<file path="src/rtl/core/aes_pkg.sv">
// Shared constants, types and helpers for the auto exposure stepper.
package aes_pkg;

    localparam int SUM_W     = 30;
    localparam int CNT_W     = 23;
    localparam int PIX_W     = 8;
    localparam int EXP_W     = 6;
    localparam int QUO_W     = 8;
    localparam int DIV_STEPS = QUO_W + 1;
    localparam int STEP_W    = $clog2(DIV_STEPS);

    localparam logic [CNT_W-1:0] MAX_PIXELS    = CNT_W'(4194304);
    localparam logic [EXP_W-1:0] EXP_MIN       = EXP_W'(10);
    localparam logic [EXP_W-1:0] EXP_MAX       = EXP_W'(60);
    localparam logic [EXP_W-1:0] EXP_JUMP_FROM = EXP_W'(32);
    localparam logic [EXP_W-1:0] EXP_JUMP_TO   = EXP_W'(52);
    localparam logic [EXP_W-1:0] EXP_RESET     = EXP_W'(32);
    localparam logic [PIX_W-1:0] ERR_BAND      = PIX_W'(10);
    localparam logic [PIX_W-1:0] TARGET_RESET  = PIX_W'(70);

    typedef enum logic [1:0] {
        ST_IDLE,
        ST_DIVIDE,
        ST_DECIDE
    } aes_state_t;

    // Frame totals handed from the accumulator to the divider
    typedef struct packed {
        logic [SUM_W-1:0] sum;
        logic [CNT_W-1:0] count;
    } frame_tot_t;

    // Divider status back to the sequencer
    typedef struct packed {
        logic             done;
        logic [QUO_W-1:0] mean;
    } div_stat_t;

    // Decision result for one frame
    typedef struct packed {
        logic [EXP_W-1:0] exposure;
        logic             changed;
        logic             adjusting;
    } expo_res_t;

    function automatic logic [PIX_W-1:0] max3(input logic [PIX_W-1:0] a,
                                              input logic [PIX_W-1:0] b,
                                              input logic [PIX_W-1:0] c);
        logic [PIX_W-1:0] m;
        begin
            m = (a > b) ? a : b;
            return (m > c) ? m : c;
        end
    endfunction

endpackage

</file>
<file path="src/rtl/core/auto_exposure_stepper.sv">
// Auto exposure stepper top level: sequencer, target register, result register.
//
//   channel   direction  handshake             payload
//   in        input      in_valid / in_ready    red, green, blue, frame_end
//   out       output     out_valid / out_ready  exposure, exposure_changed,
//                                               mean_brightness, adjusting
//   cfg       input      cfg_wr_en              cfg_wr_data (target brightness)
//
// A pixel without frame_end is accepted while idle. A frame_end pixel passes through
// the request, nine compare and subtract steps of the shared divider, the collection
// of the quotient and the exposure decision.
// The decision waits while a previous result still sits in the output register.
// Reset gives target 70, exposure 32, adjustment idle and empty totals.
module auto_exposure_stepper (
    input  logic                      clk,
    input  logic                      rst_n,
    input  logic                      in_valid,
    output logic                      in_ready,
    input  logic [aes_pkg::PIX_W-1:0] red,
    input  logic [aes_pkg::PIX_W-1:0] green,
    input  logic [aes_pkg::PIX_W-1:0] blue,
    input  logic                      frame_end,
    output logic                      out_valid,
    input  logic                      out_ready,
    output logic [aes_pkg::EXP_W-1:0] exposure,
    output logic                      exposure_changed,
    output logic [aes_pkg::PIX_W-1:0] mean_brightness,
    output logic                      adjusting,
    input  logic                      cfg_wr_en,
    input  logic [aes_pkg::PIX_W-1:0] cfg_wr_data
);
    import aes_pkg::*;

    aes_state_t       state_reg, state_next;
    logic [PIX_W-1:0] target_reg;
    logic             fire;
    logic             div_start;
    logic             apply;
    logic             out_free;
    frame_tot_t       tot;
    div_stat_t        dstat;
    expo_res_t        res;

    logic             out_valid_reg, out_valid_next;
    logic [EXP_W-1:0] exp_out_reg;
    logic             chg_out_reg;
    logic [PIX_W-1:0] mean_out_reg;
    logic             adj_out_reg;

    assign fire     = in_valid && in_ready;
    assign out_free = !out_valid_reg || out_ready;

    aes_accum u_accum (
        .clk       (clk),
        .rst_n     (rst_n),
        .fire      (fire),
        .red       (red),
        .green     (green),
        .blue      (blue),
        .frame_end (frame_end),
        .tot       (tot)
    );

    aes_div u_div (
        .clk   (clk),
        .rst_n (rst_n),
        .start (div_start),
        .tot   (tot),
        .stat  (dstat)
    );

    aes_expo u_expo (
        .clk    (clk),
        .rst_n  (rst_n),
        .apply  (apply),
        .mean   (dstat.mean),
        .target (target_reg),
        .res    (res)
    );

    // Next state
    always_comb
    begin
        state_next = state_reg;
        unique case (state_reg)
            ST_IDLE:
            begin
                if (fire && frame_end)
                begin
                    state_next = ST_DIVIDE;
                end
            end
            ST_DIVIDE:
            begin
                if (dstat.done)
                begin
                    state_next = ST_DECIDE;
                end
            end
            ST_DECIDE:
            begin
                if (out_free)
                begin
                    state_next = ST_IDLE;
                end
            end
            default:
            begin
                state_next = ST_IDLE;
            end
        endcase
    end

    // State outputs
    always_comb
    begin
        in_ready  = 1'b0;
        div_start = 1'b0;
        apply     = 1'b0;
        unique case (state_reg)
            ST_IDLE:
            begin
                in_ready  = 1'b1;
                div_start = fire && frame_end;
            end
            ST_DIVIDE:
            begin
            end
            ST_DECIDE:
            begin
                apply = out_free;
            end
            default:
            begin
            end
        endcase
    end

    always_ff @(posedge clk or negedge rst_n)
    begin
        if (!rst_n)
        begin
            state_reg <= ST_IDLE;
        end
        else
        begin
            state_reg <= state_next;
        end
    end

    // Target brightness register
    always_ff @(posedge clk or negedge rst_n)
    begin
        if (!rst_n)
        begin
            target_reg <= TARGET_RESET;
        end
        else if (cfg_wr_en)
        begin
            target_reg <= cfg_wr_data;
        end
    end

    // Result register: load on decision, drop when the result is taken
    always_comb
    begin
        out_valid_next = out_valid_reg;
        if (apply)
        begin
            out_valid_next = 1'b1;
        end
        else if (out_ready)
        begin
            out_valid_next = 1'b0;
        end
    end

    always_ff @(posedge clk or negedge rst_n)
    begin
        if (!rst_n)
        begin
            out_valid_reg <= 1'b0;
        end
        else
        begin
            out_valid_reg <= out_valid_next;
        end
    end

    always_ff @(posedge clk)
    begin
        if (apply)
        begin
            exp_out_reg  <= res.exposure;
            chg_out_reg  <= res.changed;
            mean_out_reg <= dstat.mean;
            adj_out_reg  <= res.adjusting;
        end
    end

    assign out_valid        = out_valid_reg;
    assign exposure         = exp_out_reg;
    assign exposure_changed = chg_out_reg;
    assign mean_brightness  = mean_out_reg;
    assign adjusting        = adj_out_reg;

endmodule

</file>
<file path="src/rtl/core/aes_accum.sv">
// Per-pixel brightness accumulator: running sum and pixel count of a frame.
module aes_accum (
    input  logic                      clk,
    input  logic                      rst_n,
    input  logic                      fire,
    input  logic [aes_pkg::PIX_W-1:0] red,
    input  logic [aes_pkg::PIX_W-1:0] green,
    input  logic [aes_pkg::PIX_W-1:0] blue,
    input  logic                      frame_end,
    output aes_pkg::frame_tot_t       tot
);
    import aes_pkg::*;

    logic [SUM_W-1:0] sum_reg, sum_next;
    logic [CNT_W-1:0] count_reg, count_next;
    logic [PIX_W-1:0] bright;

    // Add this pixel unless the frame is already at its pixel limit
    always_comb
    begin
        bright = max3(red, green, blue);
        tot.sum   = sum_reg;
        tot.count = count_reg;
        if (count_reg < MAX_PIXELS)
        begin
            tot.sum   = SUM_W'(sum_reg + SUM_W'(bright));
            tot.count = CNT_W'(count_reg + CNT_W'(1));
        end
    end

    // Advance on each request, clear after the frame's last pixel
    always_comb
    begin
        sum_next   = sum_reg;
        count_next = count_reg;
        if (fire)
        begin
            if (frame_end)
            begin
                sum_next   = '0;
                count_next = '0;
            end
            else
            begin
                sum_next   = tot.sum;
                count_next = tot.count;
            end
        end
    end

    always_ff @(posedge clk or negedge rst_n)
    begin
        if (!rst_n)
        begin
            sum_reg   <= '0;
            count_reg <= '0;
        end
        else
        begin
            sum_reg   <= sum_next;
            count_reg <= count_next;
        end
    end

endmodule

</file>
<file path="src/rtl/core/aes_div.sv">
// Iterative restoring divider: one compare and subtract per cycle, result
// saturated to 255.
module aes_div (
    input  logic                clk,
    input  logic                rst_n,
    input  logic                start,
    input  aes_pkg::frame_tot_t tot,
    output aes_pkg::div_stat_t  stat
);
    import aes_pkg::*;

    logic [SUM_W-1:0]     rem_reg, rem_next;
    logic [SUM_W:0]       dsr_reg, dsr_next;
    logic [QUO_W:0]       quo_reg, quo_next;
    logic [STEP_W-1:0]    step_reg, step_next;
    logic                 busy_reg, busy_next;
    logic                 done_reg, done_next;
    logic                 zero_reg, zero_next;
    logic [SUM_W+1:0]     diff;
    logic                 ge;

    // Shared compare and subtract unit
    always_comb
    begin
        diff = {2'b00, rem_reg} - {1'b0, dsr_reg};
        ge   = !diff[SUM_W+1];
    end

    // Load on start, then one quotient bit per step, top bit first
    always_comb
    begin
        rem_next  = rem_reg;
        dsr_next  = dsr_reg;
        quo_next  = quo_reg;
        step_next = step_reg;
        busy_next = busy_reg;
        zero_next = zero_reg;
        done_next = 1'b0;
        if (start)
        begin
            rem_next  = tot.sum;
            dsr_next  = {tot.count, {QUO_W{1'b0}}};
            quo_next  = '0;
            step_next = '0;
            busy_next = 1'b1;
            zero_next = (tot.count == '0);
        end
        else if (busy_reg)
        begin
            if (ge)
            begin
                rem_next = diff[SUM_W-1:0];
            end
            quo_next  = {quo_reg[QUO_W-1:0], ge};
            dsr_next  = dsr_reg >> 1;
            step_next = STEP_W'(step_reg + STEP_W'(1));
            if (step_reg == STEP_W'(DIV_STEPS - 1))
            begin
                busy_next = 1'b0;
                done_next = 1'b1;
            end
        end
    end

    always_ff @(posedge clk or negedge rst_n)
    begin
        if (!rst_n)
        begin
            busy_reg <= 1'b0;
            done_reg <= 1'b0;
            step_reg <= '0;
        end
        else
        begin
            busy_reg <= busy_next;
            done_reg <= done_next;
            step_reg <= step_next;
        end
    end

    always_ff @(posedge clk)
    begin
        rem_reg  <= rem_next;
        dsr_reg  <= dsr_next;
        quo_reg  <= quo_next;
        zero_reg <= zero_next;
    end

    // Report zero for an empty frame; saturate when the quotient needs a ninth bit
    always_comb
    begin
        stat.done = done_reg;
        if (zero_reg)
        begin
            stat.mean = '0;
        end
        else if (quo_reg[QUO_W])
        begin
            stat.mean = '1;
        end
        else
        begin
            stat.mean = quo_reg[QUO_W-1:0];
        end
    end

endmodule

</file>
<file path="src/rtl/core/aes_expo.sv">
// Exposure decision: holds exposure level and adjust flag, steps at most once per frame.
module aes_expo (
    input  logic                      clk,
    input  logic                      rst_n,
    input  logic                      apply,
    input  logic [aes_pkg::PIX_W-1:0] mean,
    input  logic [aes_pkg::PIX_W-1:0] target,
    output aes_pkg::expo_res_t        res
);
    import aes_pkg::*;

    logic [EXP_W-1:0] exp_reg, exp_next;
    logic             adj_reg, adj_next;
    logic [EXP_W-1:0] exp_step;
    logic [PIX_W-1:0] err_mag;
    logic             err_neg;
    logic             err_pos;
    logic             in_band;

    // Error sign and magnitude of target - mean
    always_comb
    begin
        err_neg = (target < mean);
        err_pos = (target > mean);
        err_mag = err_neg ? PIX_W'(mean - target) : PIX_W'(target - mean);
        in_band = (err_mag < ERR_BAND);
    end

    // Step against the error, jump on the way up, clamp to the legal range
    always_comb
    begin
        exp_step = exp_reg;
        if (err_neg)
        begin
            if (exp_reg > EXP_MIN)
            begin
                exp_step = EXP_W'(exp_reg - EXP_W'(1));
            end
        end
        else if (err_pos)
        begin
            if (exp_reg == EXP_JUMP_FROM)
            begin
                exp_step = EXP_JUMP_TO;
            end
            else if (exp_reg < EXP_MAX)
            begin
                exp_step = EXP_W'(exp_reg + EXP_W'(1));
            end
        end
        if (exp_step < EXP_MIN)
        begin
            exp_step = EXP_MIN;
        end
        if (exp_step > EXP_MAX)
        begin
            exp_step = EXP_MAX;
        end
    end

    // Idle frames only start adjustment; active frames step and may stop
    always_comb
    begin
        exp_next = exp_reg;
        adj_next = adj_reg;
        if (!adj_reg)
        begin
            adj_next = (mean != target);
        end
        else
        begin
            exp_next = exp_step;
            if ((exp_step == EXP_MIN) || (exp_step == EXP_MAX) || in_band)
            begin
                adj_next = 1'b0;
            end
        end
        res.exposure  = exp_next;
        res.changed   = (exp_next != exp_reg);
        res.adjusting = adj_next;
    end

    always_ff @(posedge clk or negedge rst_n)
    begin
        if (!rst_n)
        begin
            exp_reg <= EXP_RESET;
            adj_reg <= 1'b0;
        end
        else if (apply)
        begin
            exp_reg <= exp_next;
            adj_reg <= adj_next;
        end
    end

endmodule

</file>
<file path="config.mk">
export PLATFORM = sky130hd
export DESIGN_NAME = auto_exposure_stepper
export DESIGN_NICKNAME = d
export VERILOG_FILES = /design/src/rtl/core/aes_pkg.sv /design/src/rtl/core/auto_exposure_stepper.sv /design/src/rtl/core/aes_accum.sv /design/src/rtl/core/aes_div.sv /design/src/rtl/core/aes_expo.sv
export SDC_FILE = /design/constraint.sdc
export NUM_CORES = 1
export LEC_CHECK = 0
export BUFFER_PORTS_ARGS = -buffer_cell sky130_fd_sc_hd__buf_4
export CORE_ASPECT_RATIO = 0.75
export CORE_MARGIN = 3
export CORE_UTILIZATION = 40
export CTS_BUF_LIST = sky130_fd_sc_hd__clkbuf_2
export CTS_CLUSTER_DIAMETER = 50
export DETAILED_ROUTE_END_ITERATION = 12
export SYNTH_ARGS = -nofsm -noshare
export SYNTH_HDL_FRONTEND = slang
export SYNTH_HIERARCHICAL = 1
export SYNTH_SLANG_ARGS = --single-unit
</file>
<file path="constraint.sdc">
create_clock -name clk -period 5.5 [get_ports clk]
set_input_delay 0.825 -clock clk [delete_from_list [all_inputs] [get_ports clk]]
set_output_delay 0.825 -clock clk [all_outputs]
set_load 0.005 [all_outputs]
</file>
==> flow_summary.yaml, run 1 <==
critical_path:
  reg2reg_from: "u_div/zero_reg"
  reg2regPathDepth: 11
  end_kind: "register"
  worst-endpoint-arrival_ps: 5700
  reg2reg_to: "adjusting"
  timing.setup.critical_path_class: "in -> reg"
  worst_ep_required_time_ps: 6090
  critical_path.startpoint_type: "input pin"
  crit_fanout: 17
  r2r_slack_ps: 1460
power:
  vdd_ir_drop_max_uv: 208.9
  pwr_density_cell_mw_per_mm2: 549.6
  design_power_total_mw: 7.227
  total_leakage_power_nw: 5.646
cts:
  clock_pin_slew_reported_for_the_worst_setup_and_hold_paths_after_clock_tree_synthesis_ps: 240
  cts_max_level: 4
  post-cts-setup-buffers: 0
  cts_tree: "done"
  cts.root.buffer_cell: "sky130_fd_sc_hd__clkbuf_2"
  clock-sinks: 164
  cts.path.max_buffers: 2
  tritoncts.num_buffers: 17
  clk_latency_ps: 810
  ctsResizeCount: 0
  cts.hold.buffers_added: 1
placed_design:
  placement_cell_area_mm2: 0.01293
  global_placement_routability_congestion: 0.8848
  port_buffers: 55
  detailed_place_hpwl_um: 22590
timing:
  layout_min_cycle_time_ps: 5115
  maxClockFrequency_mhz: 195.5
  worst-slew-pin-transition_ps: 1043
  tightest_slew_margin_relative_to_the_limit: 0.3027
  finalSetupTns_ps: 0
  setup-violations-final: 0
  finalClockSkew_ps: 67.26
  final_max_slew_viol_count: 0
  rsz0062_at_grt: "false"
  finalCritPeriodShare: 0.9300
  hold_viol: 0
cells_and_area:
  flip_flop_count_of_the_largest_register_all_copies_and_words_added: 31
  n_fill_cell: 2889
  fin_area_mm2: 0.01315
  nets: 1463
  synthToLayoutAreaGrowth_pct: 10.52
  post_route_cells_drive_above_1_share: 0.1627
  mostFrequentLayoutCells: "116 x sky130_fd_sc_hd__nand2_1, 106 x sky130_fd_sc_hd__buf_4, 96 x sky130_fd_sc_hd__nor2_1"
  final_core_occ: 0.4505
  leading_cell_type_in_the_layout_fill_and_taps_excluded: "sky130_fd_sc_hd__nand2_1"
min_path:
  timing.hold.worst.start: "cfg_wr_data[6]"
  holdPathStages: 2
  timing.hold.worst_endpoint: "target_reg[6]"
  hold_class: "in -> reg"
yosys:
  synth-adder-area-share: 0.08665
  post_synth_xor_area_fraction: 0.05595
  synth.cell_area_mm2: 0.01190
  synth_simple_gate_area_frac: 0.1575
  synth-edff-count: 70
  ys_types: 94
  netlist_instances: 1288
  synth.yosys.warnings: 6
  post_synth_mux_area_share: 0.06583
  syn-mean-instance-area_um2: 9.237
  syn-num-nets: 1406
  synth_compound_area_frac: 0.2099
  largest_family_of_logic_cells_by_synthesized_area: "compound AO/OA/AOI/OAI gates"
  synth_ff_type: "sky130_fd_sc_hd__dfrtp_1"
  synth_seq_area_share: 0.3677
  synth_seq_cells: 164
  synthArstFlopShare: 0.4695
routing:
  num_vias: 9693
  detail_route.vias_per_cell: 5.536
  ant_nets: 0
  first_iter_violations: 818
  route.detailed.wl_per_inst_um: 17.60
  drc: 0
  wl_um: 30820
  drt_first_pass_iters: 5
floorplan:
  design.core.area_mm2: 0.02919
  die-width_um: 205.1
  ios: 56
  num_rows: 54
  die-area_mm2: 0.03187
  die_h_um: 155.4
  floorplan.initialDensity: 0.4076
grt:
  maximum_number_of_pins_on_one_net_before_global_route_repair: 87
  grt_antenna_before_repair: 1
  grt_util_all_layers: 0.1947
  globalRoute.totalOverflow: 0
  number_of_global_route_vias_before_repair: 8963
  grt_first_pass_wirelength_um: 49300
flow_run:
  drv_cap: 0
status:
  status: "finished clean"
final cells by class:
type	instances	area [um2]	share of cell area
Sequential cell	164	4374	0.3327
Timing Repair Buffer	107	805.8	0.06128
Multi-Input combinational cell	962	6919	0.5262
Clock buffer	20	100.1	0.007612
Clock inverter	12	107.6	0.008183
Inverter	93	349.1	0.02655
Tap cell	392	490.5	0.03730
Antenna cell	1	2.502	0.0001903
power by group:
group	switching, mW	leakage (nW)	total (mW)	internal (mW)
Sequential	0.289	1.82	2.17	1.88
Clock	0.459	0.134	0.629	0.170
Combinational	2.67	3.69	4.43	1.76
Total	3.42	5.65	7.23	3.81
worst max path at each step:
stage / startpoint / end / slack [ps]
floorplan: green[1] / u_div/rem_reg[26] / 7
global placement: red[1] / u_div/rem_reg[29] / -380
detailed placement: red[1] / u_div/rem_reg[29] / -440
CTS: red[1] / u_div/rem_reg[29] / 500
global route: red[1] / u_div/rem_reg[6] / 120
finish: red[1] / u_div/rem_reg[29] / 380
metrics by stage:
| stage | hold slack, ps | instances | worst slack (ps) |
|---|---|---|---|
| finish | 238.2 | 1751 | 384.9 |
| global route | 84.14 | 1751 | 118.0 |
| CTS | 119.5 | 1750 | 503.4 |
| detailed placement | 500.3 | 1717 | -442.6 |
| global placement | 492.8 | 1717 | -383.1 |
| floorplan | 458.0 | 1288 | 7.328 |
logic make-up after synthesis:
family	count (synthesis)
simple gates	382
flops	164
buf+inv	162
compound gates	353
mux	71
fa+ha+maj	80
xor+xnor	76
layer usage:
layer  up-vias  GRT usage  wire length (um)
li1       4805          -                 -
met4         0    0.02602               183
met1      4633     0.3168             16630
met3        15    0.05083              2281
met5         -          0                 0
met2       240     0.2585             11720
worst max-delay path, stage by stage:
cell                       delay, ps
sky130_fd_sc_hd__buf_4           110
sky130_fd_sc_hd__ha_1            290
sky130_fd_sc_hd__nor2b_1         130
sky130_fd_sc_hd__o211ai_1        150
sky130_fd_sc_hd__a21oi_1         120
sky130_fd_sc_hd__o32ai_4         290
sky130_fd_sc_hd__buf_4           200
sky130_fd_sc_hd__mux2_4          310
sky130_fd_sc_hd__ha_1            300
sky130_fd_sc_hd__a21oi_1          70
sky130_fd_sc_hd__o21ai_1         200
sky130_fd_sc_hd__mux2i_1         120
sky130_fd_sc_hd__a21oi_2         410
sky130_fd_sc_hd__mux2_2          420
sky130_fd_sc_hd__ha_1            270
sky130_fd_sc_hd__a21oi_1         220
sky130_fd_sc_hd__nor2_1          110
sky130_fd_sc_hd__o311a_4         460
sky130_fd_sc_hd__nand2_1         160
sky130_fd_sc_hd__nor2_1           90
sky130_fd_sc_hd__xnor2_1         120
sky130_fd_sc_hd__a211oi_1        220
sky130_fd_sc_hd__nand2_1          80
cell usage after synthesis (13+ instances only):
library cell	instances	share of area
sky130_fd_sc_hd__o31ai_1	35	0.022
sky130_fd_sc_hd__clkbuf_1	46	0.015
sky130_fd_sc_hd__o2bb2ai_1	17	0.013
sky130_fd_sc_hd__nand3_1	30	0.013
sky130_fd_sc_hd__ha_1	76	0.080
sky130_fd_sc_hd__mux2i_1	37	0.031
sky130_fd_sc_hd__xnor2_1	43	0.032
sky130_fd_sc_hd__dfrtp_1	73	0.15
sky130_fd_sc_hd__dfxtp_1	17	0.029
sky130_fd_sc_hd__a21o_1	28	0.018
sky130_fd_sc_hd__a21oi_1	64	0.027
sky130_fd_sc_hd__mux2_2	26	0.025
sky130_fd_sc_hd__nor2_1	96	0.030
sky130_fd_sc_hd__inv_1	92	0.029
sky130_fd_sc_hd__and3_1	16	0.0084
sky130_fd_sc_hd__edfxtp_1	70	0.18
sky130_fd_sc_hd__o21ai_0	79	0.033
sky130_fd_sc_hd__xor2_1	33	0.024
sky130_fd_sc_hd__nand2_1	117	0.037
sky130_fd_sc_hd__nand4_1	22	0.012
sky130_fd_sc_hd__nor3_1	18	0.0076
sky130_fd_sc_hd__o211ai_1	13	0.0082
Power figures use the tool's default switching activity.
==> run 2, diff against run 1 <==
Settings changed: ABC_AREA set to 1, CORE_UTILIZATION 40 to 41.
==> run 2 against run 1 <==
  * Routed wire length increased by 18%
  * Non-clock buffer count fell by 39
  * Flip-flop and latch count did not move
  * Die area up 5.9%
  * Sequential power is essentially flat
  * Fmax increased by 16%
  * Cell count rose by 35%
  * Design area up 6.6%
  * Global-route usage grew 2.4 points
  * Critical path type unchanged
==> flow_summary.yaml, run 2 <==
cells_and_area:
  fin_area_mm2: 0.01402
  final_core_occ: 0.4579
  nets: 2066
  flip_flop_count_of_the_largest_register_all_copies_and_words_added: 31
  post_route_cells_drive_above_1_share: 0.09944
  mostFrequentLayoutCells: "679 x sky130_fd_sc_hd__nand2_1, 313 x sky130_fd_sc_hd__inv_1, 137 x sky130_fd_sc_hd__nand3_1"
  leading_cell_type_in_the_layout_fill_and_taps_excluded: "sky130_fd_sc_hd__nand2_1"
  synthToLayoutAreaGrowth_pct: 8.374
yosys:
  synth_top_cell_area_share: 0.1973
  post-synth-top-count-cell: "sky130_fd_sc_hd__nand2_1"
  synth_common_cells: "680 x sky130_fd_sc_hd__nand2_1, 314 x sky130_fd_sc_hd__inv_1, 137 x sky130_fd_sc_hd__nand3_1"
  synth-edff-count: 70
  synth_seq_area_share: 0.3381
  synth.top_cells.by_area: "sky130_fd_sc_hd__nand2_1 20%, sky130_fd_sc_hd__edfxtp_1 16%, sky130_fd_sc_hd__dfrtp_1 14%"
  ys_types: 52
  synth_ff_type: "sky130_fd_sc_hd__dfrtp_1"
  netlist_instances: 1901
  synth.cell_area_mm2: 0.01294
  syn-mean-instance-area_um2: 6.806
  synth_seq_cells: 164
  synth.yosys.warnings: 6
  synthArstFlopShare: 0.4695
  synth_top_area_cell: "sky130_fd_sc_hd__nand2_1"
  syn-num-nets: 2019
critical_path:
  crit_buf_inv: 4
  worst-endpoint-arrival_ps: 5080
  crit_family: "simple AND/OR/NAND/NOR gates"
  critical-path-top-cell-by-count: "sky130_fd_sc_hd__nand2_1"
  critical_path.startpoint_type: "input pin"
  end_kind: "register"
  critical_path.slowest_cell: "sky130_fd_sc_hd__fa_1"
  timing.setup.critical_path_class: "in -> reg"
  worst_ep_required_time_ps: 6170
  cp_slowest_stage_delay_ps: 440
  crit_fanout: 9
routing:
  drc: 0
  detail_route.vias_per_cell: 5.071
  ant_nets: 0
  first_iter_violations: 1252
  wl_um: 36410
  route.detailed.wl_per_inst_um: 15.42
  drt_first_pass_iters: 6
  num_vias: 11970
power:
  design_power_total_mw: 8.281
  vdd_ir_drop_max_uv: 217.9
  total_leakage_power_nw: 7.200
  pwr_density_cell_mw_per_mm2: 590.5
cts:
  cts.root.buffer_cell: "sky130_fd_sc_hd__clkbuf_2"
  cts.path.max_buffers: 2
  clk_latency_ps: 800
  clock_pin_slew_reported_for_the_worst_setup_and_hold_paths_after_clock_tree_synthesis_ps: 270
  ctsResizeCount: 0
  clock-sinks: 164
  cts_max_level: 4
  tritoncts.num_buffers: 17
  cts_tree: "done"
timing:
  maxClockFrequency_mhz: 226.9
  tightest_slew_margin_relative_to_the_limit: 0.3597
  rsz0062_at_grt: "false"
  hold_viol: 0
  final_critical_path_setup_slack_ps: 1093
  final_max_slew_viol_count: 0
  finalClockSkew_ps: 49.78
  finalCritPeriodShare: 0.8013
  finalSetupTns_ps: 0
  layout_min_cycle_time_ps: 4407
  worst-slew-pin-transition_ps: 960.5
  setup-violations-final: 0
placed_design:
  detailed_place_hpwl_um: 28230
  placement.setup.worst_slack_ps: 306.7
  port_buffers: 55
  global_placement_routability_congestion: 0.9436
  placement_cell_area_mm2: 0.01372
floorplan:
  ios: 56
  die-width_um: 211.1
  die_h_um: 159.8
  floorplan.initialDensity: 0.4225
  num_rows: 55
  design.core.area_mm2: 0.03062
  die-area_mm2: 0.03375
flow_run:
  drv_cap: 0
grt:
  gr-usage-met1: 0.3597
  grt_met2_use: 0.2896
  grt_util_all_layers: 0.2183
  grt_first_pass_wirelength_um: 59000
  number_of_global_route_vias_before_repair: 11010
  met3_usage: 0.04969
  maximum_number_of_pins_on_one_net_before_global_route_repair: 69
  grt.busiest_layer: "met1"
  globalRoute.totalOverflow: 0
  grt_antenna_before_repair: 1
min_path:
  hold_class: "in -> reg"
status:
  status: "finished clean"
==> run 2: path summary, 6_finish.rpt <==
check	from	to	slack (ps)	cells past startpoint
min in group asynchronous	rst_n	u_accum/sum_reg[0]	320	2
max in group asynchronous	rst_n	u_div/step_reg[1]	3960	3
min reg2reg	u_div/quo_reg[0]	u_div/quo_reg[0]	490	2
max reg2reg	u_div/quo_reg[8]	exposure[0]	1850	16
max	green[7]	u_div/rem_reg[20]	1090	29
min	out_ready	out_valid	190	2
==> run 2: metal layers <==
metal / vias to the layer above / wire [um]
li1: 6103 / -
met1: 5475 / 19290
met2: 378 / 13810
met3: 16 / 3090
met4: 0 / 227
met5: - / 0
==> run 2: report_power, final <==
part	total, mW	switching [mW]	internal [mW]
logic	5.31	3.59	1.72
registers	2.19	0.288	1.90
clock network	0.784	0.509	0.274
==> run 2: metrics by stage <==
stage,std cells,hold slack [ps]
final,2361,194.5
after global routing,2361,84.92
after CTS,2360,115.5
after detailed placement,2327,457.0
after global placement,2327,450.1
after floorplan,1901,424.4
==> run 2: area by class of cell <==
type / count / area, um2
Timing Repair Buffer: 68 / 513.0
Antenna cell: 1 / 2.502
Tap cell: 399 / 499.2
Fill cell: 3096 / 16600
Multi-Input combinational cell: 1368 / 7111
Sequential cell: 164 / 4374
Clock buffer: 18 / 90.09
Inverter: 329 / 1235
Clock inverter: 14 / 197.7
==> run 2: logic make-up (layout without fill, tap and decap cells) <==
group,count (synthesis),count (layout),share of synthesized area
XOR/XNOR,27,27,0.02002
AO/OA/AOI/OAI,191,191,0.08481
other,0,1,0
AND/OR/NAND/NOR,1070,1070,0.3643
flip-flops,164,164,0.3381
adder cells (fa/ha/maj),80,80,0.07968
buffers and inverters,369,429,0.1131
==> run 2: repair_timing <==
action / in CTS / in global routing
setup endpoints to repair: 0 / 0
endpoints found under the hold margin: 9 / 0
buffers inserted: 0 / 0
hold buffers: 1 / 0
==> run 2: worst register-to-register path: stages, from the launching register on <==
cell and delay [ps]:
sky130_fd_sc_hd__dfxtp_1 380, sky130_fd_sc_hd__clkinv_1 220, sky130_fd_sc_hd__a21oi_1 450, sky130_fd_sc_hd__inv_1 160
sky130_fd_sc_hd__fa_1 480, sky130_fd_sc_hd__nand3_1 90, sky130_fd_sc_hd__nand3_1 140, sky130_fd_sc_hd__nand2_2 110
sky130_fd_sc_hd__nand2_4 190, sky130_fd_sc_hd__inv_2 280, sky130_fd_sc_hd__nand3_1 220, sky130_fd_sc_hd__a21oi_2 240
sky130_fd_sc_hd__nand2_2 120, sky130_fd_sc_hd__nand3_2 120, sky130_fd_sc_hd__nand2_1 60, sky130_fd_sc_hd__o21ai_1 130
sky130_fd_sc_hd__inv_1 70
==> run 3, diff against run 2 <==
Settings changed: ABC_AREA 1 to 0.
Clock period 5.5 ns to 3.7 ns, I/O delays scaled along.
==> run 3 against run 2 <==
  * The run now ends with setup timing left
  * Setup slack worse by 1800 ps
  * Power increased by 45%
  * Register-to-register slack worse by 1700 ps
  * Core utilization up 5.8 points
==> flow_summary.yaml, run 3 (same netlist as run 1, synthesis figures left out) <==
status:
  status: "finished with violations"
  violations: "setup timing"
cells_and_area:
  post_route_cells_drive_above_1_share: 0.2688
  nets: 1545
  mostFrequentLayoutCells: "163 x sky130_fd_sc_hd__buf_4, 108 x sky130_fd_sc_hd__nand2_1, 91 x sky130_fd_sc_hd__inv_1"
  synthToLayoutAreaGrowth_pct: 22.76
  fin_area_mm2: 0.01461
  stdcell_count: 1827
  flip_flop_count_of_the_largest_register_all_copies_and_words_added: 31
  leading_cell_type_in_the_layout_fill_and_taps_excluded: "sky130_fd_sc_hd__buf_4"
  final_core_occ: 0.5158
timing:
  final_critical_path_setup_slack_ps: -705.6
  hold_viol: 0
  layout_min_cycle_time_ps: 4406
  final_max_slew_viol_count: 0
  tightest_slew_margin_relative_to_the_limit: 0.3476
  worst-slew-pin-transition_ps: 978.6
  finalClockSkew_ps: 64.77
  finalCritPeriodShare: 1.191
  finalSetupTns_ps: -28440
  maxClockFrequency_mhz: 227.0
  fin_hold_ws_ps: 128.5
  rsz0062_at_grt: "true"
  setup-violations-final: 54
placed_design:
  dp_cells: 1750
  global_placement_routability_congestion: 0.9008
  detailed_place_hpwl_um: 23060
  port_buffers: 55
  placement.setup.worst_slack_ps: -1674
  placement_cell_area_mm2: 0.01349
floorplan:
  num_rows: 53
  floorplan.initialDensity: 0.4202
  die-width_um: 202.7
  design.core.area_mm2: 0.02832
  die_h_um: 153.5
  ios: 56
  die-area_mm2: 0.03112
critical_path:
  critical_path.startpoint_type: "input pin"
  worst-endpoint-arrival_ps: 5020
  worst_ep_required_time_ps: 4310
  crit_fanout: 5
  timing.setup.critical_path_class: "in -> reg"
  end_kind: "register"
grt:
  grt_first_pass_wirelength_um: 50920
  maximum_number_of_pins_on_one_net_before_global_route_repair: 131
  grt_util_all_layers: 0.2035
  globalRoute.totalOverflow: 0
  number_of_global_route_vias_before_repair: 9308
  grt_antenna_before_repair: 1
routing:
  drt_first_pass_iters: 5
  num_vias: 10090
  drc: 0
  detail_route.vias_per_cell: 5.523
  first_iter_violations: 731
  ant_nets: 0
  wl_um: 32180
  route.detailed.wl_per_inst_um: 17.61
cts:
  cts_tree: "done"
  clock_pin_slew_reported_for_the_worst_setup_and_hold_paths_after_clock_tree_synthesis_ps: 280
  cts.root.buffer_cell: "sky130_fd_sc_hd__clkbuf_2"
  tritoncts.num_buffers: 17
  clk_latency_ps: 820
  clock-sinks: 164
  cts.path.max_buffers: 2
  cts_max_level: 4
min_path:
  hold_class: "in -> reg"
power:
  vdd_ir_drop_max_uv: 361.5
  total_leakage_power_nw: 6.232
  design_power_total_mw: 11.97
  pwr_density_cell_mw_per_mm2: 819.7
flow_run:
  drv_cap: 0
[run 3: changes by cell type in the layout (fill, tap and decap cells not counted), moves of 30 or more]
cell,previous run,this run
sky130_fd_sc_hd__o31ai_1,0,30
sky130_fd_sc_hd__buf_4,67,163
sky130_fd_sc_hd__mux2i_1,0,35
sky130_fd_sc_hd__inv_1,313,91
sky130_fd_sc_hd__nand2_1,679,108
sky130_fd_sc_hd__nand3_1,137,27
[run 3: routing by layer]
layer	routed length, um	GRT usage	part of all wire	vias to the layer above
met5	0	0	0	-
met4	199	0.03396	0.0062	0
met3	2559	0.06011	0.080	11
met2	12830	0.2707	0.40	275
met1	16590	0.3248	0.52	4826
li1	-	-	-	4978
[run 3: where the power goes]
group,internal (mW),leakage [nW],switching (mW)
Clock,0.254,0.135,0.692
Sequential,2.78,1.82,0.429
Combinational,3.37,4.28,4.44
Total,6.41,6.23,5.56
[run 3: layout make-up]
class | count | area, um2
Fill cell | 2555 | 13710
Tap cell | 385 | 481.7
Clock buffer | 18 | 90.09
Clock inverter | 14 | 126.4
Multi-Input combinational cell | 963 | 7645
Timing Repair Buffer | 188 | 1520
Inverter | 93 | 361.6
Antenna cell | 2 | 5.005
Sequential cell | 164 | 4375
[run 3: worst paths after layout]
check	cells after the start	slack [ps]	end	start
worst max-delay path	23	-710	u_div/rem_reg[16]	red[5]
worst min-delay path	2	130	target_reg[3]	cfg_wr_en
worst max register to register	10	160	u_div/rem_reg[24]	u_div/rem_reg[6]
worst min register to register	2	510	u_div/quo_reg[0]	u_div/quo_reg[0]
max in group asynchronous	3	2470	target_reg[6]	rst_n
min in group asynchronous	2	380	u_accum/count_reg[5]	rst_n
[run 3: critical path, cell delays in order]
cell and delay [ps]:
sky130_fd_sc_hd__buf_4 120, sky130_fd_sc_hd__ha_1 310, sky130_fd_sc_hd__a211oi_2 180, sky130_fd_sc_hd__nor2_1 110, sky130_fd_sc_hd__o32ai_4 300, sky130_fd_sc_hd__buf_6 170
sky130_fd_sc_hd__mux2_4 320, sky130_fd_sc_hd__ha_4 300, sky130_fd_sc_hd__nand4_1 150, sky130_fd_sc_hd__mux2i_2 200, sky130_fd_sc_hd__a21oi_4 140, sky130_fd_sc_hd__buf_6 120
sky130_fd_sc_hd__buf_6 110, sky130_fd_sc_hd__mux2_4 310, sky130_fd_sc_hd__ha_4 290, sky130_fd_sc_hd__a21oi_2 80, sky130_fd_sc_hd__o21ba_4 210, sky130_fd_sc_hd__a21oi_4 240
sky130_fd_sc_hd__buf_2 200, sky130_fd_sc_hd__nand3_1 130, sky130_fd_sc_hd__xnor2_1 170, sky130_fd_sc_hd__nand2_1 180, sky130_fd_sc_hd__o21ai_0 110
[run 3: what timing repair did]
action,CTS,global route
hold buffers,11,0
endpoints found under the hold margin,74,0
gates resized for setup,46,72
pin swaps,29,25
cloned,1,0
setup endpoints to repair,55,63
buffers inserted,15,18
